$ cat config.mk
export PLATFORM = sky130hd
export DESIGN_NAME = civil_date_day_number_convert
export DESIGN_NICKNAME = d
export VERILOG_FILES = /design/src/rtl/cdn_pkg.sv /design/src/rtl/civil_date_day_number_convert.sv /design/src/rtl/cdn_date_to_num.sv /design/src/rtl/cdn_num_to_date.sv
export SDC_FILE = /design/constraint.sdc
export NUM_CORES = 2
export LEC_CHECK = 0
export BUFFER_PORTS_ARGS = -buffer_cell sky130_fd_sc_hd__buf_4
export CAP_MARGIN = 20
export CORE_MARGIN = 1
export CORE_UTILIZATION = 32
export DETAILED_ROUTE_END_ITERATION = 12
export HOLD_SLACK_MARGIN = 0.02
export PLACE_DENSITY = 0.5
export SLEW_MARGIN = 20
export SYNTH_ARGS = -nofsm -noshare
export SYNTH_HDL_FRONTEND = slang
export SYNTH_SLANG_ARGS = --single-unit
export TNS_END_PERCENT = 50
$ cat constraint.sdc
create_clock -name clk -period 6.1 [get_ports clk]
set_input_delay 1.22 -clock clk [delete_from_list [all_inputs] [get_ports clk]]
set_output_delay 1.22 -clock clk [all_outputs]
set_load 0.01 [all_outputs]
$ cat src/rtl/cdn_pkg.sv
// Shared types and constants for the civil date / day number converter.
`timescale 1ns / 1ps

package cdn_pkg;

    typedef struct packed {
        logic        kind;
        logic [13:0] year_in;
        logic [3:0]  month_in;
        logic [4:0]  day_in;
        logic [22:0] day_number_in;
    } cdn_req_t;

    typedef struct packed {
        logic [22:0] day_number_out;
        logic [13:0] year_out;
        logic [3:0]  month_out;
        logic [4:0]  day_out;
        logic        range_error;
    } cdn_res_t;

    localparam logic KIND_TO_NUMBER = 1'b0;
    localparam logic KIND_TO_DATE   = 1'b1;

    localparam logic [22:0] DN_BASE  = 23'd1721119;
    localparam logic [22:0] DN_MIN   = 23'd1721426;
    localparam logic [22:0] DN_MAX   = 23'd5373484;
    localparam logic [13:0] YEAR_MAX = 14'd9999;
    localparam logic [17:0] CYC400   = 18'd146097;
    localparam logic [10:0] CYC4     = 11'd1461;
    localparam logic [7:0]  MONTH5   = 8'd153;

    // reciprocals rounded up; each shift keeps the quotient exact over its operand range
    localparam int DIV100_SHIFT = 20;
    localparam logic [13:0] DIV100_RCP =
        14'(((64'd1 << DIV100_SHIFT) + 64'd99) / 64'd100);
    localparam int DIV5_SHIFT = 13;
    localparam logic [10:0] DIV5_RCP =
        11'(((64'd1 << DIV5_SHIFT) + 64'd4) / 64'd5);
    localparam int DIV400_SHIFT = 42;
    localparam logic [24:0] DIV400_RCP =
        25'(((64'd1 << DIV400_SHIFT) + 64'd146096) / 64'd146097);
    localparam int DIV4_SHIFT = 28;
    localparam logic [17:0] DIV4_RCP =
        18'(((64'd1 << DIV4_SHIFT) + 64'd1460) / 64'd1461);
    localparam int DIV153_SHIFT = 18;
    localparam logic [10:0] DIV153_RCP =
        11'(((64'd1 << DIV153_SHIFT) + 64'd152) / 64'd153);

    localparam int PIPE_STAGES = 9;
    localparam int DATE_STAGES = 5;
    localparam int PIPE_LAT    = PIPE_STAGES + 1;

endpackage

$ cat src/rtl/civil_date_day_number_convert.sv
// Top level of the civil date / day number converter.
//
// Commands enter on start with the request struct; kind picks the direction.
// Kind 0 turns year, month and day into a civil day number; kind 1 turns a
// day number back into year, month and day. Years outside 1..9999, or day
// numbers outside 0001-01-01 .. 9999-12-31, raise range_error with all
// other result fields zero.
// busy stays low: a transaction is taken on every cycle that start is high.
// Each transaction yields one result, shown on result for a single cycle with
// done high. Throughput is one transaction per cycle. The day number to date
// chain has nine stages (among them three reciprocal divisions, each a
// multiply stage and a remainder stage) and is followed by the output
// register. The date to day number chain is five stages, padded to match,
// so results leave in the order they came in.
// The receiver cannot stall; results are never held.
// Reset clears all valid bits, so no result appears from before reset.
`timescale 1ns / 1ps

module civil_date_day_number_convert
    import cdn_pkg::*;
(
    input  logic     clk,
    input  logic     rst_n,
    input  logic     start,
    output logic     busy,
    input  cdn_req_t request,
    output logic     done,
    output cdn_res_t result
);

    logic     num_valid, date_valid;
    logic     num_res_valid, date_res_valid;
    cdn_res_t num_res, date_res;
    logic     done_reg, done_next;
    cdn_res_t result_reg, result_next;

    assign busy       = 1'b0;
    assign num_valid  = start && !busy && (request.kind == KIND_TO_NUMBER);
    assign date_valid = start && !busy && (request.kind == KIND_TO_DATE);

    cdn_date_to_num u_to_num (
        .clk       (clk),
        .rst_n     (rst_n),
        .valid     (num_valid),
        .request   (request),
        .res_valid (num_res_valid),
        .res       (num_res)
    );

    cdn_num_to_date u_to_date (
        .clk       (clk),
        .rst_n     (rst_n),
        .valid     (date_valid),
        .request   (request),
        .res_valid (date_res_valid),
        .res       (date_res)
    );

    always_comb
    begin
        done_next   = num_res_valid || date_res_valid;
        result_next = num_res_valid ? num_res : date_res;
    end

    always_ff @(posedge clk or negedge rst_n)
    begin
        if (!rst_n)
        begin
            done_reg <= 1'b0;
        end
        else
        begin
            done_reg <= done_next;
        end
    end

    always_ff @(posedge clk)
    begin
        result_reg <= result_next;
    end

    assign done   = done_reg;
    assign result = result_reg;

    a_one_direction: assert property (@(posedge clk) disable iff (!rst_n)
        !(num_res_valid && date_res_valid))
        else $error("both conversion pipelines delivered at once");

    a_latency: assert property (@(posedge clk) disable iff (!rst_n)
        (start && !busy) |-> ##PIPE_LAT done)
        else $error("accepted transaction produced no result on time");

    a_error_zero: assert property (@(posedge clk) disable iff (!rst_n)
        (done && result.range_error) |->
            (result.day_number_out == 23'd0 && result.year_out == 14'd0 &&
             result.month_out == 4'd0 && result.day_out == 5'd0))
        else $error("range error result carries non-zero fields");

    a_date_sane: assert property (@(posedge clk) disable iff (!rst_n)
        (done && !result.range_error && result.day_number_out == 23'd0) |->
            (result.month_out >= 4'd1 && result.month_out <= 4'd12 &&
             result.day_out != 5'd0 && result.year_out != 14'd0 &&
             result.year_out <= YEAR_MAX))
        else $error("converted date out of range");

endmodule

$ cat src/rtl/cdn_date_to_num.sv
// Date to day number pipeline, padded to the common pipeline depth.
`timescale 1ns / 1ps

module cdn_date_to_num
    import cdn_pkg::*;
(
    input  logic     clk,
    input  logic     rst_n,
    input  logic     valid,
    input  cdn_req_t request,
    output logic     res_valid,
    output cdn_res_t res
);

    localparam int PAD = PIPE_STAGES - DATE_STAGES;

    logic [DATE_STAGES-1:0] vld_reg;
    logic [DATE_STAGES-1:0] err_reg;
    logic                   err_next;

    logic [13:0] y1_reg, y1_next, y2_reg;
    logic [3:0]  m1_reg, m1_next, m2_reg;
    logic [4:0]  day1_reg, day2_reg, day3_reg;
    logic [6:0]  c2_reg, c2_next;
    logic [27:0] c_prod;
    logic [6:0]  yy3_reg, yy3_next;
    logic [22:0] a3_reg, a3_next;
    logic [24:0] a_prod;
    logic [10:0] mt3_reg, mt3_next;
    logic [13:0] y_rem;
    logic [15:0] b4_reg, b4_next;
    logic [17:0] b_prod;
    logic [8:0]  mq4_reg, mq4_next;
    logic [21:0] mq_prod;
    logic [22:0] p4_reg, p4_next;
    logic [22:0] n5_reg, n5_next;
    cdn_res_t    res5;

    cdn_res_t        pad_res_reg [PAD];
    logic [PAD-1:0]  pad_vld_reg;

    always_comb
    begin
        err_next = (request.year_in == 14'd0) || (request.year_in > YEAR_MAX);
        if (request.month_in > 4'd2)
        begin
            m1_next = request.month_in - 4'd3;
            y1_next = request.year_in;
        end
        else
        begin
            m1_next = request.month_in + 4'd9;
            y1_next = request.year_in - 14'd1;
        end

        c_prod  = 28'(y1_reg) * 28'(DIV100_RCP);
        c2_next = c_prod[DIV100_SHIFT+6:DIV100_SHIFT];

        y_rem    = y2_reg - 14'(14'(c2_reg) * 14'd100);
        yy3_next = y_rem[6:0];
        a_prod   = 25'(c2_reg) * 25'(CYC400);
        a3_next  = a_prod[24:2];
        mt3_next = 11'(11'(m2_reg) * 11'(MONTH5)) + 11'd2;

        b_prod   = 18'(yy3_reg) * 18'(CYC4);
        b4_next  = b_prod[17:2];
        mq_prod  = 22'(mt3_reg) * 22'(DIV5_RCP);
        mq4_next = mq_prod[DIV5_SHIFT+8:DIV5_SHIFT];
        p4_next  = 23'(day3_reg) + a3_reg + DN_BASE;

        n5_next = p4_reg + 23'(b4_reg) + 23'(mq4_reg);

        res5                = '0;
        res5.range_error    = err_reg[DATE_STAGES-1];
        res5.day_number_out = err_reg[DATE_STAGES-1] ? 23'd0 : n5_reg;
    end

    always_ff @(posedge clk or negedge rst_n)
    begin
        if (!rst_n)
        begin
            vld_reg     <= '0;
            pad_vld_reg <= '0;
        end
        else
        begin
            vld_reg     <= {vld_reg[DATE_STAGES-2:0], valid};
            pad_vld_reg <= {pad_vld_reg[PAD-2:0], vld_reg[DATE_STAGES-1]};
        end
    end

    always_ff @(posedge clk)
    begin
        err_reg  <= {err_reg[DATE_STAGES-2:0], err_next};
        y1_reg   <= y1_next;
        m1_reg   <= m1_next;
        day1_reg <= request.day_in;
        y2_reg   <= y1_reg;
        m2_reg   <= m1_reg;
        day2_reg <= day1_reg;
        c2_reg   <= c2_next;
        yy3_reg  <= yy3_next;
        a3_reg   <= a3_next;
        mt3_reg  <= mt3_next;
        day3_reg <= day2_reg;
        b4_reg   <= b4_next;
        mq4_reg  <= mq4_next;
        p4_reg   <= p4_next;
        n5_reg   <= n5_next;
        pad_res_reg[0] <= res5;
        for (int i = 1; i < PAD; i++)
        begin
            pad_res_reg[i] <= pad_res_reg[i-1];
        end
    end

    assign res_valid = pad_vld_reg[PAD-1];
    assign res       = pad_res_reg[PAD-1];

endmodule

$ cat src/rtl/cdn_num_to_date.sv
// Day number to date pipeline.
`timescale 1ns / 1ps

module cdn_num_to_date
    import cdn_pkg::*;
(
    input  logic     clk,
    input  logic     rst_n,
    input  logic     valid,
    input  cdn_req_t request,
    output logic     res_valid,
    output cdn_res_t res
);

    logic [PIPE_STAGES-1:0] vld_reg;
    logic [PIPE_STAGES-1:0] err_reg;
    logic                   err_next;

    logic [22:0] j;
    logic [23:0] x1_reg, x1_next, x2_reg;
    logic [48:0] cy_prod;
    logic [6:0]  cy2_reg, cy2_next, cy3_reg, cy4_reg;
    logic [23:0] r_full;
    logic [17:0] t3_reg, t3_next, t4_reg;
    logic [35:0] yc_prod;
    logic [6:0]  yc4_reg, yc4_next;
    logic [17:0] d_full;
    logic [10:0] d_sum;
    logic [8:0]  d5_reg, d5_next;
    logic [13:0] y5_reg, y5_next, y6_reg, y7_reg;
    logic [10:0] u6_reg, u6_next, u7_reg;
    logic [21:0] m_prod;
    logic [3:0]  m7_reg, m7_next;
    logic [10:0] m_rem;
    logic [7:0]  dd8_reg, dd8_next;
    logic [3:0]  mo8_reg, mo8_next;
    logic [13:0] yr8_reg, yr8_next;
    logic [18:0] day_prod;
    cdn_res_t    res_reg, res_next;

    always_comb
    begin
        err_next = (request.day_number_in < DN_MIN) || (request.day_number_in > DN_MAX);
        j        = request.day_number_in - DN_BASE;
        x1_next  = {j[21:0], 2'b00} - 24'd1;

        cy_prod  = 49'(x1_reg) * 49'(DIV400_RCP);
        cy2_next = cy_prod[DIV400_SHIFT+6:DIV400_SHIFT];

        r_full  = x2_reg - 24'(24'(cy2_reg) * 24'(CYC400));
        t3_next = {r_full[17:2], 2'b11};

        yc_prod  = 36'(t3_reg) * 36'(DIV4_RCP);
        yc4_next = yc_prod[DIV4_SHIFT+6:DIV4_SHIFT];

        d_full  = t4_reg - 18'(18'(yc4_reg) * 18'(CYC4));
        d_sum   = d_full[10:0] + 11'd4;
        d5_next = d_sum[10:2];
        y5_next = 14'(14'(cy4_reg) * 14'd100) + 14'(yc4_reg);

        u6_next = 11'(11'(d5_reg) * 11'd5) - 11'd3;

        m_prod  = 22'(u6_reg) * 22'(DIV153_RCP);
        m7_next = m_prod[DIV153_SHIFT+3:DIV153_SHIFT];

        m_rem    = u7_reg - 11'(11'(m7_reg) * 11'(MONTH5));
        dd8_next = m_rem[7:0] + 8'd5;
        if (m7_reg < 4'd10)
        begin
            mo8_next = m7_reg + 4'd3;
            yr8_next = y7_reg;
        end
        else
        begin
            mo8_next = m7_reg - 4'd9;
            yr8_next = y7_reg + 14'd1;
        end

        day_prod             = 19'(dd8_reg) * 19'(DIV5_RCP);
        res_next             = '0;
        res_next.range_error = err_reg[PIPE_STAGES-2];
        if (!err_reg[PIPE_STAGES-2])
        begin
            res_next.year_out  = yr8_reg;
            res_next.month_out = mo8_reg;
            res_next.day_out   = day_prod[DIV5_SHIFT+4:DIV5_SHIFT];
        end
    end

    always_ff @(posedge clk or negedge rst_n)
    begin
        if (!rst_n)
        begin
            vld_reg <= '0;
        end
        else
        begin
            vld_reg <= {vld_reg[PIPE_STAGES-2:0], valid};
        end
    end

    always_ff @(posedge clk)
    begin
        err_reg <= {err_reg[PIPE_STAGES-2:0], err_next};
        x1_reg  <= x1_next;
        x2_reg  <= x1_reg;
        cy2_reg <= cy2_next;
        cy3_reg <= cy2_reg;
        t3_reg  <= t3_next;
        cy4_reg <= cy3_reg;
        t4_reg  <= t3_reg;
        yc4_reg <= yc4_next;
        d5_reg  <= d5_next;
        y5_reg  <= y5_next;
        u6_reg  <= u6_next;
        y6_reg  <= y5_reg;
        m7_reg  <= m7_next;
        u7_reg  <= u6_reg;
        y7_reg  <= y6_reg;
        dd8_reg <= dd8_next;
        mo8_reg <= mo8_next;
        yr8_reg <= yr8_next;
        res_reg <= res_next;
    end

    assign res_valid = vld_reg[PIPE_STAGES-1];
    assign res       = res_reg;

endmodule
**Yosys cells after proc, flatten, opt, wreduce, memory -nomap -nowiden**

Memories as Yosys holds them, arrays and structs flattened.
Cells that the tools add are included.
Widths: inputs -> output; s select.

- Register bits after elaboration: 461
- Bits in latches: 0
- Memory bits (writable): 188
- Bits in read-only memories: 0
- Memories: 1

- Add/subtract/negate cells: 21
- Multipliers: 15
- Divide/modulo/power cells: 0
- Magnitude comparators: 5
- Eq/ne operators: 0
- Shift-type cells: 0
- Multiplexer cells: 6
- Bitwise operators: 1
- Reductions and logical operators: 6

Memory list:

| memory | words | width | rd ports | clocked after memory_dff | write ports | RTL line | text |
|---|---|---|---|---|---|---|---|
| u_to_num.pad_res_reg | 4 | 47 | 4 | 0 | 4 | cdn_date_to_num.sv:39 | `cdn_res_t pad_res_reg [PAD];` |

Operators with widths:

| operator | count |
|---|---|
| $mul 24x24->48 const B | 1 |
| $mul 18x18->35 const B | 1 |
| $mux 14 | 2 |
| $mul 14x13->26 const B | 1 |
| $mul 7x18->25 const B | 1 |
| $mux 24 | 1 |
| $sub 24x1->24 const B | 1 |
| $add 23x16->23 | 1 |
| $add 23x21->23 const B | 1 |
| $add 23x9->23 | 1 |
| $add 5x23->23 | 1 |
| $gt 23x23->1 const B | 1 |
| $lt 23x21->1 const B | 1 |
| $mux 23 | 1 |
| $mul 11x11->22 const B | 1 |
| $sub 22x21->22 const B | 1 |
| $mul 11x10->21 const B | 1 |
| $mul 7x11->18 const B | 1 |
| $mul 7x18->18 const B | 1 |
| $mul 8x11->18 const B | 1 |
| $sub 18x18->18 | 1 |
| $add 14x1->14 const B | 1 |
| $add 14x7->14 | 1 |
| $gt 14x14->1 const B | 1 |
| 25 further kinds | 29 |

**Logic depth before layout (Yosys ltp)**

- Depth after elaboration: 3
- Mapped depth: 22

**Hierarchy**

From an unflattened synthesis, not the netlist that was laid out.

- Cells, all modules: 4668
- Area, all modules: 48746.8 um^2

By module, submodules not included:

| module | instances | cells each | area an instance (um^2) | seq. area each (um^2) |
|---|---|---|---|---|
| cdn_num_to_date | 1 | 2921 | 29663.4 | 4689.5 |
| cdn_date_to_num | 1 | 1642 | 17443.0 | 5510.3 |
| civil_date_day_number_convert | 1 | 105 | 1640.3 | 965.9 |

**Least setup slack after synthesis**

Ideal clock, no wire load.

- Path type: reg2reg
- Start point: register u_to_date.x1_reg[2]
- End point: register u_to_date.cy2_reg[6]
- Data arrival time: 6.094 ns
- Data required time: 6.028 ns
- Path slack: -0.066 ns
- Stages on the path, launching flop included: 23
- Buffers on the path: 0
- Period minus slack after synthesis: 6.166 ns
- Cell sequence: dfxtp_1 inv_1 fa_1 inv_1 fa_1 inv_1 fa_1 inv_1 fa_1 fa_1 inv_1 fa_1 fa_1 inv_1 ha_1 a211oi_1 nor2_1 o311ai_0 inv_1 o21ai_0 o211ai_1 a31oi_1 xnor2_1

- Cells in the longest elaborated chain, start to end: 1

RTL lines:

| element | RTL line | text |
|---|---|---|
| from (decl) | cdn_num_to_date.sv:20 | `logic [23:0] x1_reg, x1_next, x2_reg;` |
| from (signal assigned) | cdn_num_to_date.sv:105 | `x1_reg <= x1_next;` |
| $mul 24x24->48 | cdn_num_to_date.sv:47 | `cy_prod = 49'(x1_reg) * 49'(DIV400_RCP);` |
| net u_to_date.cy_prod[48] | cdn_num_to_date.sv:21 | `logic [48:0] cy_prod;` |
| to (signal assigned) | cdn_num_to_date.sv:107 | `cy2_reg <= cy2_next;` |
| to (decl) | cdn_num_to_date.sv:22 | `logic [6:0] cy2_reg, cy2_next, cy3_reg, cy4_reg;` |

The timed path passes the listed nets, and every way through them passes these cells.
A chain may end at the register's enable or synchronous reset.

**Worst setup path after layout**

- Start point: register u_to_date.x1_reg[5]
- End point: register u_to_date.cy2_reg[4]

The elaborated chain is that of the path after synthesis.

==> out/qor.txt <==
Post-detailed-route via-to-cell ratio: 4.27
Total Routing Usage GR: 12.9%
Average cell area after synthesis: 10.5 um^2
Wire length of the first global-routing pass: 158000 um
Cells after synthesis: 4516
CTS H-tree depth: 2
Filler-free cell count of the finished design: 6703
Reg-to-reg critical path startpoint: u_to_date.x1_reg[5]$_DFF_P_
Initial Utilization: 32.4%
Routed vias: 28600
Clock root buffer: sky130_fd_sc_hd__clkbuf_16
Area after detailed placement: 51000 um^2
Top library cells by usage in the layout, fill and taps aside: 1155 x sky130_fd_sc_hd__inv_1, 916 x sky130_fd_sc_hd__ha_1, 604 x sky130_fd_sc_hd__fa_1
Number of sinks on the clock net: 553
Chain of cells forming the critical path: inv_4 -> buf_4 -> fa_1 -> inv_1 -> fa_1 -> inv_1 -> fa_2 -> fa_2 -> fa_1 -> fa_1 -> fa_1 -> inv_2 -> ha_4 -> o21ai_2 -> nor2_2 -> o311ai_4 -> or4_1 -> o21ai_1 -> a21oi_1 -> a21oi_1 -> xor2_1
Final design instance area without fill: 53500 um^2
Most Frequent Cell on Critical Path: sky130_fd_sc_hd__fa_1
Synthesis-to-finish area growth: 12.7%
Distinct cell type count after synthesis: 84
Number of maximum-capacitance violations: 0
Worst path slowest cell: sky130_fd_sc_hd__fa_1
Filler cells: 14700
Port-buffer cells: 97
Worst path max stage delay: 0.57 ns
Die W: 387 um
Crit-path max FO: 4
Total CTS buffers: 61
Die Y: 387 um
Most common library cell in the layout ignoring fill and taps: sky130_fd_sc_hd__inv_1
Boundary Pins: 99
Violation count after the first detailed-route iteration: 833
Count of inserted antenna diode cells: 0
Post-Synthesis Cell Area: 47400 um^2
Die Outline Area: 150000 um^2
Total Routed Length: 93900 um
Vias in the first global route: 30600
Clock-pin slew of the registers on the worst-case setup and hold paths: 0.06 ns
Unrepaired setup endpoints after global routing: yes
Remaining max-slew budget at the tightest pin: 44.0%
Number of placement rows: 140
Cts hold-fix bufs: 0
Average wire per cell in the routed design: 14.0 um
Period utilisation layout: 97.6%
Max FFs per register: 96
Synthesis warning total: 0
Final Net Count: 6318
Required time of the critical path: 6.66 ns
Fraction of registers with async set or reset after synthesis: 3.44%
Number of remaining DRC errors: 0
Number of enable flip-flop cells after synthesis: 0
Mapped Nets: 6100
CTS max path bufs: 3
Data arrival time of the critical path: 6.51 ns
Antenna violations before repair: 1
Crit path kind: register to register
Source of the critical timing path: u_to_date.x1_reg[5]$_DFF_P_
Placer congestion estimate: 0.832
Placeable Area: 146000 um^2
Fin Setup TNS: 0 ns
Type of element launching the critical path: register
Ys flop type: sky130_fd_sc_hd__dfxtp_1
Maximum operating frequency: 0.168 GHz
TritonCTS clock tree: done
Capturing element type of the critical path: register
Number of optimization iterations in the first detailed-route pass: 5
Pin count of the biggest net entering global routing: 49
Clock latency on the worst-skew pair: 0.66 ns
Instance count after placement with tap cells included: 6583
Final worst path period need: 5.95 ns
Path class of the lowest-slack min-delay path: register to register
Worst slew pin tran: 0.838 ns
Post-DP HPWL: 81600 um
Number of setup violations in the final report: 0
Beginning of the worst hold path: u_to_date.cy3_reg[5]$_DFF_P_
Total overflow reported by the global router: 0
Slew Limit Fails: 0
Synthesis-stage register bit count: 553
Sequential cell area fraction in the yosys report: 23.5%
Antenna-violating nets left: 0
Run status: finished clean
Layout cell share with drive strength beyond 1: 8.11%
Number of endpoints with negative hold slack in the final report: 0
Clock Skew: 0.0252 ns
layout make-up:
cell class | instances | area, um^2 | share of cell area (%)
flip-flops and latches | 553 | 11200 | 20.9
inverters | 1167 | 4380 | 8.20
clock inverters | 31 | 360 | 0.674
clock buffers | 84 | 1730 | 3.24
well taps | 1917 | 2400 | 4.49
repair buffers | 182 | 1370 | 2.56
multi-input cells | 2769 | 32000 | 59.9
per-layer routing:
metal	share of wire (%)	track usage, %	routed length, um
met1	49	18.0	46500
met4	1.6	2.64	1520
met2	46	21.3	43100
met5	0	0	0
met3	3.1	1.80	2870
synth_stat cells (19+ instances only):
cell                      number  area share, %
sky130_fd_sc_hd__a21o_1       46           0.73
sky130_fd_sc_hd__a21oi_1     123            1.3
sky130_fd_sc_hd__a31oi_1      25           0.33
sky130_fd_sc_hd__and2_1       31           0.41
sky130_fd_sc_hd__dfrtp_1      19            1.0
sky130_fd_sc_hd__dfxtp_1     534             23
sky130_fd_sc_hd__fa_1        608             26
sky130_fd_sc_hd__ha_1        926             24
sky130_fd_sc_hd__inv_1      1167            9.2
sky130_fd_sc_hd__nand2_1      92           0.73
sky130_fd_sc_hd__nand3_1      47           0.50
sky130_fd_sc_hd__nand4_1      26           0.34
sky130_fd_sc_hd__nor2_1      115           0.91
sky130_fd_sc_hd__nor2b_1      78            1.0
sky130_fd_sc_hd__nor3_1       60           0.63
sky130_fd_sc_hd__o21ai_0      75           0.79
sky130_fd_sc_hd__xnor2_1     186            3.4
sky130_fd_sc_hd__xor2_1       80            1.5
critical path: cells and delay by family, from the launching register on:
kind / cells / cell delay [ns]
flip-flops: 1 / 0.35
adder cells (fa/ha/maj): 8 / 3.79
AO/OA/AOI/OAI: 5 / 0.52
AND/OR/NAND/NOR: 2 / 0.73
XOR/XNOR: 1 / 0.17
buffers and inverters: 5 / 0.33
cells by family (layout without fill, tap and decap cells):
group	after synthesis	in the layout	synth area share (%)
DFF	553	553	23.5
AOI/OAI and AO/OA	409	409	5.59
other	1	1	0.00791
buffers and inverters	1194	1464	9.52
muxes	4	4	0.0897
and+or+nand+nor	554	554	6.20
xor gates and xnor gates	267	267	4.96
adders and majority gates	1534	1534	50.1
metrics by stage:
| step | setup WS (ns) | utilization, % | hold WS, ns |
|---|---|---|---|
| after detailed placement | -0.131 | 34.8 | 0.312 |
| after global routing | -0.0961 | 36.5 | 0.327 |
| after floorplan | 0.0830 | - | 0.310 |
| after CTS | 0.0118 | 36.3 | 0.315 |
| final | 0.149 | 36.5 | 0.320 |
| after global placement | -0.0776 | 34.8 | 0.312 |
final timing paths:
kind / endpoint / slack (ns) / cells past startpoint
worst max register to register: u_to_date.cy2_reg[4]$_DFF_P_ / 0.15 / 21
min in group asynchronous: u_to_date.vld_reg[8]$_DFF_PN0_ / 0.42 / 1
worst max-delay path: u_to_date.cy2_reg[4]$_DFF_P_ / 0.15 / 21
worst min register to register: u_to_date.cy4_reg[5]$_DFF_P_ / 0.32 / 0
worst min-delay path: u_to_date.cy4_reg[5]$_DFF_P_ / 0.32 / 0
max in group asynchronous: u_to_date.vld_reg[5]$_DFF_PN0_ / 5.48 / 1
timing repair:
action	CTS	global route
pin swaps	8	50
cloned	0	0
buffers inserted	0	5
setup endpoints to repair	5	7
resized for setup	12	61
Power is left out: the tool's default activity adds up to more than one toggle a clock period on the data nets, which glitch-free logic cannot reach.
